## src/hdl/jwd_queue.sv

```systemverilog
// Small register queue that decouples the front from the back.
`default_nettype none
module jwd_queue #(
   parameter int WIDTH     = 8,
   parameter int DEPTH_LOG = 2
) (
   input  wire logic             clock,
   input  wire logic             reset,
   input  wire logic             push,
   input  wire logic [WIDTH-1:0] wr_data,
   output logic                  full,
   input  wire logic             pop,
   output logic [WIDTH-1:0]      rd_data,
   output logic                  empty
);
   localparam int DEPTH = 1 << DEPTH_LOG;

   logic [WIDTH-1:0]     mem_ff [DEPTH];
   logic [DEPTH_LOG-1:0] wr_ptr_ff;
   logic [DEPTH_LOG-1:0] rd_ptr_ff;
   logic [DEPTH_LOG:0]   count_ff;
   logic                 wr_en;
   logic                 rd_en;

   assign full    = (count_ff == (DEPTH_LOG+1)'(DEPTH));
   assign empty   = (count_ff == '0);
   assign wr_en   = push && !full;
   assign rd_en   = pop && !empty;
   assign rd_data = mem_ff[rd_ptr_ff];

   // pointers and fill count
   always_ff @(posedge clock) begin
      if (reset) begin
         wr_ptr_ff <= '0;
         rd_ptr_ff <= '0;
         count_ff  <= '0;
      end else begin
         if (wr_en) wr_ptr_ff <= wr_ptr_ff + 1'b1;
         if (rd_en) rd_ptr_ff <= rd_ptr_ff + 1'b1;
         if (wr_en && !rd_en) count_ff <= count_ff + 1'b1;
         else if (rd_en && !wr_en) count_ff <= count_ff - 1'b1;
      end
   end

   // entry storage
   always_ff @(posedge clock) begin
      if (wr_en) mem_ff[wr_ptr_ff] <= wr_data;
   end
endmodule
`default_nettype wire

```

## config.mk

```make
export PLATFORM = sky130hd
export DESIGN_NAME = jwd_queue
export DESIGN_NICKNAME = d
export VERILOG_FILES = /design/src/hdl/jwd_queue.sv
export SDC_FILE = /design/constraint.sdc
export NUM_CORES = 1
export LEC_CHECK = 0
export BUFFER_PORTS_ARGS = -buffer_cell sky130_fd_sc_hd__buf_2
export CAP_MARGIN = 20
export CORE_MARGIN = 3
export CORE_UTILIZATION = 55
export DETAILED_ROUTE_END_ITERATION = 10
export HOLD_SLACK_MARGIN = 0.02
export PLACE_DENSITY = 0.77
export RECOVER_POWER = 25
export SYNTH_ARGS = -nofsm -noshare
export SYNTH_HDL_FRONTEND = slang
export SYNTH_SLANG_ARGS = --single-unit
```

## constraint.sdc

```tcl
create_clock -name clock -period 2.25 [get_ports clock]
set_clock_uncertainty 0.05 [all_clocks]
set_input_delay 0 -clock clock [delete_from_list [all_inputs] [get_ports clock]]
set_output_delay 0 -clock clock [all_outputs]
set_load 0.02 [all_outputs]
```

Word level (Yosys, flattened, before mapping). Memory sizes are Yosys's and may differ from the RTL's. A register that Yosys moved wholly into a read port is not among the register bits. Cells that the tools add are included.

Input port bits: 12. RAM bits: 32. Word-level logic and storage cells: 25. Register bits: 7. Output and inout port bits: 10. Memories: 1.

Add/subtract/negate cells: 4. Equality and inequality tests: 1. Muxes and demuxes: 6. Reductions and logical operators: 10.

Memory list: mem_ff (words 4, width 8, read ports 1, clocked after memory_dff 1, wr ports 1, RTL line 18) `logic [WIDTH-1:0] mem_ff [DEPTH];`.

Operators by type and width (count): two-way mux 3 bit (2); adder 2 x 1 -> 2 bit (second input constant) (2); logical AND 1 bit (4); logical NOT 1 bit (4); two-way mux 2 bit (2); adder 3 x 1 -> 3 bit (second input constant) (1); equality test 3 bit (second input constant) (1); logical NOT 3 bit (1); subtractor 3 x 1 -> 3 bit (second input constant) (1); two-way mux 1 bit (2); nonzero test 2 bit (1).

Logic depth before layout (Yosys ltp).
Word-level depth: 7. Gate-level depth with buffers: 8.

Least setup slack after synthesis. Ideal clock, no wire load.

Path kind: reg2reg. From: reg count_ff[0]. To: reg count_ff[2]. Cell stages (with the launch flop): 9. Setup time: 0.070 ns. Clock period less this slack: 2.064 ns. Data arrival time: 1.944 ns. Buffers on the path: 0. Slack: 0.186 ns. Cell sequence: dfxtp_1 > nor3b_2 > nor2_2 > ha_1 > inv_1 > fa_1 > xor2_1 > or3_1 > a21oi_1.

Word-level cells in the longest chain between the ends: 6. Elaborated cells between the ends (all ways): 15. Classes of those cells: 2 x add/sub; 1 x eq/ne; 2 x mux; 10 x reduce/logical.

Ends and longest elaborated chain: start: declaration (RTL line 21) `logic [DEPTH_LOG:0] count_ff;`; start signal: assignment (RTL line 40) `if (wr_en && !rd_en) count_ff <= count_ff + 1'b1;`; start signal: assignment (RTL line 41) `else if (rd_en && !wr_en) count_ff <= count_ff - 1'b1;`; equality test 3 bit * (RTL line 25) `assign full = (count_ff == (DEPTH_LOG+1)'(DEPTH));`; via full (RTL line 11) `output logic full,`; logical NOT 1 bit * (RTL line 27) `assign wr_en = push && !full;`; logical AND 1 bit * (RTL line 27); via wr_en (RTL line 22) `logic wr_en;`; logical NOT 1 bit (RTL line 41); logical AND 1 bit (RTL line 41); nonzero test 2 bit (no line).

The timed path passes the listed nets; every way through them passes the cells marked *. The select of a mux whose other input is x is not followed. A chain may end at the register's enable or synchronous reset.

Final worst setup path.
From: reg count_ff[1]. To: reg count_ff[2].

Word-level cells in the longest chain between the ends: 6. Elaborated cells between the ends (all ways): 15. Classes of those cells: 2 x add/sub; 1 x eq/ne; 2 x mux; 10 x reduce/logical.

Ends and longest elaborated chain: parallel branches: the longest is 6 deep, another holds subtractor 3 x 1 -> 3 bit.

Several ways; the timed one is not identified. The select of a mux whose other input is x is not followed.

==> run metrics <==
CP Class=flip-flop to flip-flop; Slew @ Worst Pin=about 550 ps; Max Slew Vio Count=0; Routed Antenna Nets=0; final setup fails=0; number of synthesized register bits=about 40; Worst-path clk slew=100 ps; worst hold margin=107 ps; Routed WL=2.52 mm; sequential fraction of the synthesis area=0.704; core footprint=2780 µm²; worst r2r src=count_ff[1]$_SDFFE_PP0P_; layout cell share with drive strength beyond 1=0.258; endpoint arrival time on the critical path=2300 ps; Starting Density=0.583; Power Total=0.00193 W; IO Pins=22; vias per inst=5.45; Die ar.=3630 µm²; post-DP HPWL=1.70 mm; crit-path max FO=6; total negative slack=0 ps; fmax=481 MHz; CTS buffer count=5; CP endpoint kind=flip-flop; Sink Count=41; DRC viols=0; PD cells=1010 nW/µm²; Largest delay share family, worst path=adder cells; RSZ-0062 raised after global routing=no; Cell Count, Final, Fillers Out=159; Mapped Area=1620 µm²; initial drt markers=34; Nets=145; synthesized area per cell=~18 µm²; Root Buffer=clkbuf_4; # placed instances=140; HP Start=push; Port Buf Inserts=21; CP Launch Type=flip-flop; Yosys top cell by area=edfxtp_1; Worst R2R End=count_ff[2]$_SDFFE_PP0P_; GRT Residual Overflow=0; Synth top area share=0.593; CP cell instances=o31ai_4 -> ha_1 -> inv_1 -> fa_1 -> xor2_1 -> or3_1 -> a21oi_1; flop-to-flop setup slack=170 ps; Synth Instances=90; Reg2Reg Depth=7; Max transition margin=0.633; vias in the first global route=907; WP data required=about 2500 ps; Final Util=0.691; H-tree depth=2; hold path cells=5; num rows=19; crit-path max cell delay=400 ps; first-pass GRT wire length=4.31 mm; min cycle time layout=between 2000 and 2500 ps; CP bufs+invs=1; largest net degree at the start of global routing=12; Die Height=roughly 60 µm; Area growth syn-to-layout=18.5%; final cycle utilization of the critical path=0.924; Levels on crit path=7; Fin. Hold Viols=0; Synth cell types=21; setup bufs post-CTS=0; Hold Path End=wr_ptr_ff[1]$_SDFFE_PP0P_; GP Congestion=~0.66; n_diodes=0; DRT met1 WL=between 1 and 1.5 mm; top layer in use=met4; FILL cells=198; Crit-path slowest cell=dfxtp_1; WL met3=97 µm; detailed-router iteration count before antenna repair=4; antenna violations before repair=0; Synth area leaders=edfxtp_1, dfxtp_1, mux4_2; Mapped Nets=108; Die Wd=60.3 µm; clk_lat worst skew=330 ps; status=completed; Ys Warns=0; GRT Util Overall=0.173; clock tree buffer depth=2; routed len/inst=15.8 µm; LEAKAGE=0.692 nW; Max VDD drop=0.904 mV; TritonCTS clock tree=yes; Hold Crit Class=input pin to flip-flop; max-cap violation count=0; WL met2=1.33 mm; total number of vias=866
[cell families after synthesis]
kind of cell / count (synthesis) / synth area share
flip-flops: 41 / 0.704
XOR/XNOR: 4 / 0.0216
AO/OA/AOI/OAI: 6 / 0.0255
buffers and inverters: 7 / 0.0170
multiplexers: 10 / 0.124
adder cells (fa/ha/maj): 6 / 0.0510
AND/OR/NAND/NOR: 16 / 0.0571
[worst max path at each step]
stage | from | to
2_1_floorplan | count_ff[0]$_SDFFE_PP0P_ | count_ff[2]$_SDFFE_PP0P_
3_3_place_gp | count_ff[1]$_SDFFE_PP0P_ | count_ff[2]$_SDFFE_PP0P_
3_5_place_dp | count_ff[1]$_SDFFE_PP0P_ | count_ff[2]$_SDFFE_PP0P_
4_1_cts | count_ff[1]$_SDFFE_PP0P_ | count_ff[2]$_SDFFE_PP0P_
5_1_grt | count_ff[1]$_SDFFE_PP0P_ | count_ff[2]$_SDFFE_PP0P_
6_report | count_ff[1]$_SDFFE_PP0P_ | count_ff[2]$_SDFFE_PP0P_
[registers in the layout, summed over array words and instances (netlist names), named ones only]
name	cells
mem_ff	32
wr_ptr_ff	2
count_ff	3
rd_ptr_ff	2
[final cells by class]
cell class,count,area [µm²],share of cell area
Multi-Input combinational cell,42,460,0.240
Inverter,4,15.0,0.00782
Tap cell,31,38.8,0.0202
Sequential cell,41,1140,0.595
Clock buffer,8,48.8,0.0254
Timing Repair Buffer,33,215,0.112
[metal layers]
layer / vias to the layer above / track usage
li1: 411 / -
met1: 430 / 0.198
met2: 18 / 0.296
met3: 7 / 0.0389
met4: 0 / 0.0949
met5: - / 0
[Yosys cell counts]
cell type and instances:
a21oi_1 2, nor2_2 1, edfxtp_1 32, o31ai_2 1, nor3b_2 1, xor2_1 4
inv_1 4, or3_1 2, o311ai_1 1, buf_2 1, and2_1 4, nor2_1 5
nand2b_1 2, nor3_1 1, clkbuf_1 2, mux4_2 8, ha_1 5, mux2i_1 2
fa_1 1, dfxtp_1 9, o21ai_0 2
[report_power, final]
part | switching [W] | internal, W
Combinational | 0.000282 | 0.000280
Sequential | 0.000116 | 0.000924
Clock | 0.000208 | 0.000125
Total | 0.000606 | 0.00133
[placed cells by master (no fill, tap or decap), drive strengths merged, types with 4 or more instances in the layout]
cell type    instances
and2                 4
buf                 16
clkbuf              14
dfxtp                9
dlygate4sd3         11
edfxtp              32
ha                   5
inv                  4
mux4                 8
nor2                 6
xor2                 4
[tightest hold or removal path, cell delays in order]
cell     delay [ps]
buf_2            80
inv_1            50
nor2_2          120
buf_4           140
mux2i_1          60
[per-stage QoR]
| stage | instance area [µm²] | setup slack [ps] |
|---|---|---|
| detailed placement | 1760 | 147 |
| global route | 1920 | 40.0 |
| CTS | 1920 | 121 |
| floorplan | 1620 | 186 |
| global placement | 1760 | 232 |
| finish | 1920 | 170 |
[timing repair]
item | CTS | global route
hold buffers | 11 | 0
hold endpoints to repair | 41 | 0
resized for setup | 0 | 2
setup endpoints to repair | 0 | 1
Power figures use the tool's default switching activity.
