File: src/hdl/jwd_pkg.sv
// Shared constants for the Jensen wake deficit block.
`default_nettype none
package jwd_pkg;
   // Default width of the Q16.8 distance fields
   localparam int DIST_BITS_DEF = 24;
   // Reset value of the wake expansion rate, Q0.16
   localparam logic [15:0] KEXP_RESET = 16'd4915;
   // Log2 depth of the queue between front and back
   localparam int QUEUE_LOG_DEF = 2;
   // Steps of the square-root and divider sections
   localparam int SQRT_STEPS = 17;
   localparam int FDIV_STEPS = 16;
endpackage
`default_nettype wire

File: src/hdl/jwd_front.sv
// Front end: takes queries, holds the expansion rate, classifies and forms the wake radius.
`default_nettype none
module jwd_front #(
   parameter int DIST_BITS = jwd_pkg::DIST_BITS_DEF,
   parameter int ENT_W     = 2*DIST_BITS + 35
) (
   input  wire logic                 clock,
   input  wire logic                 reset,
   input  wire logic                 req_push,
   output logic                      req_full,
   input  wire logic [15:0]          req_thrust_coeff,
   input  wire logic [15:0]          req_inflow_speed,
   input  wire logic [DIST_BITS-1:0] req_rotor_radius,
   input  wire logic [DIST_BITS-1:0] req_downstream_dist,
   input  wire logic [DIST_BITS-1:0] req_transverse_dist,
   input  wire logic                 csr_valid,
   output logic                      csr_ready,
   input  wire logic [15:0]          csr_wake_expansion,
   output logic                      out_valid,
   input  wire logic                 out_ready,
   output logic [ENT_W-1:0]          out_data
);
   logic [15:0]          kexp_ff;
   logic                 vld1_ff, vld2_ff;
   logic [15:0]          ct1_ff, u1_ff, ct2_ff, u2_ff;
   logic [DIST_BITS-1:0] r1_ff, x1_ff, t1_ff, r2_ff, t2_ff, kx2_ff;
   logic                 inval2_ff, xle2_ff;
   logic                 enable;
   logic                 inval_in, xle_in;
   logic [DIST_BITS+15:0] kx_prod;
   logic [DIST_BITS:0]   wake_r;
   logic                 outside;

   assign csr_ready = 1'b1;
   assign enable    = !vld2_ff || out_ready;
   assign req_full  = !enable;

   // expansion rate register
   always_ff @(posedge clock) begin
      if (reset) kexp_ff <= jwd_pkg::KEXP_RESET;
      else if (csr_valid) kexp_ff <= csr_wake_expansion;
   end

   // classification and k*x on the first stage
   assign inval_in = (u1_ff == '0) || (r1_ff == '0) || (kexp_ff == '0);
   assign xle_in   = x1_ff[DIST_BITS-1] || (x1_ff == '0);
   assign kx_prod  = kexp_ff * x1_ff;

   always_ff @(posedge clock) begin
      if (reset) begin
         vld1_ff <= 1'b0;
         vld2_ff <= 1'b0;
      end else if (enable) begin
         vld1_ff <= req_push;
         vld2_ff <= vld1_ff;
      end
   end

   always_ff @(posedge clock) begin
      if (enable) begin
         ct1_ff    <= req_thrust_coeff;
         u1_ff     <= req_inflow_speed;
         r1_ff     <= req_rotor_radius;
         x1_ff     <= req_downstream_dist;
         t1_ff     <= req_transverse_dist;
         ct2_ff    <= ct1_ff;
         u2_ff     <= u1_ff;
         r2_ff     <= r1_ff;
         t2_ff     <= t1_ff;
         kx2_ff    <= kx_prod[DIST_BITS+15:16];
         inval2_ff <= inval_in;
         xle2_ff   <= xle_in;
      end
   end

   // wake radius and edge test; an exact hit on the edge is inside
   assign wake_r   = {1'b0, r2_ff} + {1'b0, kx2_ff};
   assign outside  = ({1'b0, t2_ff} > wake_r);
   assign out_valid = vld2_ff;
   assign out_data = {ct2_ff, u2_ff, r2_ff, wake_r, xle2_ff || outside, inval2_ff};
endmodule
`default_nettype wire

File: config.mk
export PLATFORM = sky130hd
export DESIGN_NAME = jwd_front
export DESIGN_NICKNAME = d
export VERILOG_FILES = /design/src/hdl/jwd_pkg.sv /design/src/hdl/jwd_front.sv
export SDC_FILE = /design/constraint.sdc
export NUM_CORES = 1
export LEC_CHECK = 0
export ABC_AREA = 1
export BUFFER_PORTS_ARGS = -buffer_cell sky130_fd_sc_hd__buf_2
export CAP_MARGIN = 25
export CORE_UTILIZATION = 60
export DETAILED_ROUTE_END_ITERATION = 8
export GPL_ROUTABILITY_DRIVEN = 0
export GPL_TIMING_DRIVEN = 1
export HOLD_SLACK_MARGIN = 0.08
export PLACE_DENSITY = 0.81
export SYNTH_ARGS = -nofsm -noshare
export SYNTH_HDL_FRONTEND = slang
export SYNTH_SLANG_ARGS = --single-unit
File: constraint.sdc
create_clock -name clock -period 7.4 [get_ports clock]
set_input_delay 0.37 -clock clock [delete_from_list [all_inputs] [get_ports clock]]
set_output_delay 0.37 -clock clock [all_outputs]
set_load 0.01 [all_outputs]
# --- Word level (Yosys, flattened, before mapping) ---
# Cells that the tools add are included.
totals:
  reg_bits: 228
  wordCells: 29
classes:
  reduce_logical: 11
  order_cmp: 1
  n_addsub: 1
  multipliers: 1
ops:
  columns: ["cell", "n"]
  rows:
  - ["$logic_not 24->1", 2]
  - ["$mul 16x24->40", 1]
  - ["$logic_not 16->1", 2]
  - ["$add 24x24->25", 1]
  - ["$gt 24x25->1", 1]
  - ["$logic_or 1x1->1", 5]
  - ["$logic_not 1->1", 2]

# --- Logic depth before layout (Yosys ltp) ---
depth:
  ltp_word: 3
  ltp_mapped: 28
  mapped_depth_nobuf: 26

# --- Worst setup path after synthesis ---
# OpenSTA, ideal clock, no wires.
synth_path:
  kind: "register to register"
  start: "register x1_ff[21]"
  end: "register kx2_ff[18] (data pin)"
  path_stages_with_launch: 25
  setup_ns: 0.252
  synth_period_minus_slack_ns: 5.526
  t_required_ns: 7.148
  t_arrival_ns: 5.274
  path_slack_ns: 1.874
  path_buffers: 2
  cell_sequence: "edfxtp_1 -> clkbuf_1 -> clkbuf_1 -> nand2_1 -> fa_1 -> inv_1 -> fa_1 -> inv_1 -> fa_1 -> inv_1 -> fa_1 -> fa_1 -> inv_1 -> fa_1 -> inv_1 -> ha_1 -> a21oi_1 -> inv_1 -> nor2_1 -> a21boi_2 -> nor2_1 -> nor3_1 -> nand2_1 -> nand2_1 -> nand2_1"
synth_between:
  elab_chain_len: 1
synth_lines:
  columns: ["element", "line", "source"]
  rows:
  - ["start: declaration", "jwd_front.sv:26", "logic [DIST_BITS-1:0] r1_ff, x1_ff, t1_ff, r2_ff, t2_ff, kx2_ff;"]
  - ["start signal: assignment", "jwd_front.sv:64", "x1_ff <= req_downstream_dist;"]
  - ["$mul 16x24->40", "jwd_front.sv:47", "assign kx_prod = kexp_ff * x1_ff;"]
  - ["via kx_prod[34]", "jwd_front.sv:30", "logic [DIST_BITS+15:0] kx_prod;"]
  - ["end signal: assignment", "jwd_front.sv:70", "kx2_ff <= kx_prod[DIST_BITS+15:16];"]
  - ["end: declaration", "jwd_front.sv:26", null]
# The timed path passes the listed nets, and every way through them passes these cells.
# A chain may end at the register's enable or synchronous reset.

# --- Worst setup path in the final report ---
layout_path:
  start: "register kexp_ff[5]"
  end: "register kx2_ff[21] (data pin)"
layout_between:
  elab_chain_len: 1
layout_lines:
  columns: ["element", "line", "source"]
  rows:
  - ["start: declaration", "jwd_front.sv:23", "logic [15:0] kexp_ff;"]
  - ["start signal: assignment", "jwd_front.sv:40", "if (reset) kexp_ff <= jwd_pkg::KEXP_RESET;"]
  - ["start signal: assignment", "jwd_front.sv:41", "else if (csr_valid) kexp_ff <= csr_wake_expansion;"]
  - ["$mul 16x24->40", "jwd_front.sv:47", null]
  - ["via kx_prod[37]", "jwd_front.sv:30", null]
# The timed path passes the listed nets, and every way through them passes these cells.

==> reports/summary.txt <==
Nets = 3262
Yosys warnings = 0
Final ANT Viol Nets = 0
Hold Fails Final Rpt = 0
wirelength, routed = 57.4 mm
HPWL Detailed = 41.8 mm
Slew Limit Fails = 0
Post-synth EDFFs = 210
fmax = 157 MHz
relative slew slack = 28.6%
synth unique cells = 47
Syn Inst Count = 2400
share of layout cells above drive strength 1 = 11.3%
clock insertion delay at the later pin of the skew report = 570 ps
Root Buffer = clkbuf_16
number of detailed-route iterations in the first pass = 7
vias in the first global route = 18000
die height = 194 um
measured slew at the worst slew-check pin = 1070 ps
Top FF cell, synth = edfxtp_1
Final min period = 6380 ps
via count = 17300
initial DRC count = 1639
CTS tree = yes
commonest non-fill, non-tap cell in the layout = inv_1
Reg clk slew, reported paths = 60 ps
Seq cells post-synth = 228
wire length per cell = 18.2 um
Worst Hold Class = in2reg
Clock Skew = 37.7 ps
# diodes = 0
total CTS buffers = 26
Core Region = 0.0358 mm^2
area delta synth->final = 15.8%
Max Cap Viol = 0
Tot GR Track Use = 31.2%
Worst Hold Depth = 3
initial antenna violation count = 0
average size of a mapped cell = 9.18 um^2
CTS resizes = 0
Die Area = 0.0375 mm^2
outcome = complete, no violations
Clock Sink Count = 228
Setup Viol. Count Final = 0
GRT Residual Overflow = 0
Mapped Area = 0.0220 mm^2
DRC Markers = 0
critical path arrival = 6680 ps
most frequent cells in the layout = inv_1 (592), nand2_1 (584), fa_1 (306)
Setup CP Type = reg2reg
vias per inst = 5.49
port buffer count = 209
Critical Path End Type = flop
Initial Utilization = 61.5%
Tcrit/Tclk final = 86.2%
sequential-to-total area share from yosys stat = 30.3%
post-synth net total = 2988
first-pass GRT wire length = 92.2 mm
IO Pins = 211
Reg2Reg Depth = 22
CP required = 7700 ps
H-tree depth = 1
Cell Rows = 69
Die Width = 194 um
FFs w/ async S/R, synth = 0%
clock tree buffer depth = 3
largest net degree at the start of global routing = 140
setup_tns = 0 ps
CP max FO = 17
CP startpoint kind = flop
RSZ-0062 raised after global routing = no
-- worst paths after layout --
kind	start	end	slack [ps]
worst max-delay path	kexp_ff[5]	kx2_ff[21]	1020
worst min-delay path	req_push	vld1_ff	130
worst max register to register	kexp_ff[5]	kx2_ff[21]	1020
worst min register to register	t1_ff[14]	t2_ff[14]	410
-- cells in the mapped netlist, drive strengths merged, types with 2 or more instances --
cell / number / area share (%)
nand2: 600 / 10
inv: 596 / 10
fa: 306 / 28
edfxtp: 210 / 29
ha: 157 / 8.9
clkbuf: 95 / 1.6
nor2: 92 / 1.6
a21oi: 89 / 2.1
o21ai: 56 / 1.3
nand3: 49 / 1.2
xor2: 28 / 1.1
nor4: 24 / 0.74
dfxtp: 18 / 1.6
nand4: 13 / 0.37
nor3: 11 / 0.27
o21bai: 11 / 0.43
a21o: 8 / 0.27
o21a: 7 / 0.24
buf: 6 / 0.19
xnor2: 6 / 0.24
a21boi: 5 / 0.24
nand3b: 3 / 0.10
a211oi: 2 / 0.068
o311ai: 2 / 0.080
-- cell type report --
cell class / instances / area, um^2
Clock buffer: 32 / 694
Clock inverter: 15 / 131
Fill cell: 2535 / 10300
Inverter: 596 / 2240
Multi-Input combinational cell: 1475 / 12700
Sequential cell: 228 / 6670
Tap cell: 461 / 577
Timing Repair Buffer: 347 / 2460
-- repair_timing --
action / CTS / global route
setup buffers: 0 / 0
hold buffers: 121 / 0
endpoints found under the hold margin: 121 / 0
-- registers in the layout, indices dropped and copies added, names as in the netlist --
name,count
kx2_ff,24
t2_ff,24
ct1_ff,16
u2_ff,16
r2_ff,24
inval2_ff,1
t1_ff,24
x1_ff,24
out_valid,1
u1_ff,16
vld1_ff,1
kexp_ff,16
xle2_ff,1
ct2_ff,16
r1_ff,24
-- routing by layer --
metal / track usage (%) / part of all wire, % / vias to the layer above
met5: 0 / 0 / -
met4: 12.9 / 4.4 / 0
met3: 4.46 / 8.4 / 193
met2: 53.4 / 50 / 899
met1: 40.1 / 38 / 8418
li1: - / - / 7806
-- metrics by stage --
stage | instance area (um^2) | instances | util [%] | hold slack [ps] | setup slack (ps)
floorplan | 22000 | 2400 | - | 400 | 1870
global placement | 23300 | 2981 | 65.2 | 401 | 1120
detailed placement | 23400 | 2982 | 65.2 | 405 | 1130
CTS | 25400 | 3150 | 70.9 | 112 | 1130
global route | 25500 | 3154 | 71.2 | 188 | 743
finish | 25500 | 3154 | 71.2 | 126 | 1020
-- worst max-delay path, stage by stage (launching register included) --
cell and delay [ps]:
dfxtp_1 980, buf_4 350, nand2_1 70, inv_1 110
fa_1 440, inv_1 100, fa_1 440, fa_1 510
inv_1 50, fa_1 480, fa_1 490, inv_1 50
fa_1 500, inv_1 50, ha_1 320, a21oi_1 250
o21ai_0 200, a21oi_1 170, nand3_1 220, nand2_1 140
nand2_1 60, nand2_1 50, nand2_1 70
-- kinds of logic (layout without fill, tap and decap cells) --
| group | count (synthesis) | in the layout | share of synthesized area [%] |
|---|---|---|---|
| buffers and inverters | 697 | 990 | 12.0 |
| other | 1 | 1 | 0.0170 |
| XOR/XNOR | 34 | 34 | 1.39 |
| flip-flops | 228 | 228 | 30.3 |
| adder cells (fa/ha/maj) | 463 | 463 | 36.7 |
| AO/OA/AOI/OAI | 183 | 183 | 4.80 |
| AND/OR/NAND/NOR | 794 | 794 | 14.8 |
Power is left out: the tool's default activity adds up to more than one toggle a clock period on the data nets, which glitch-free logic cannot reach.
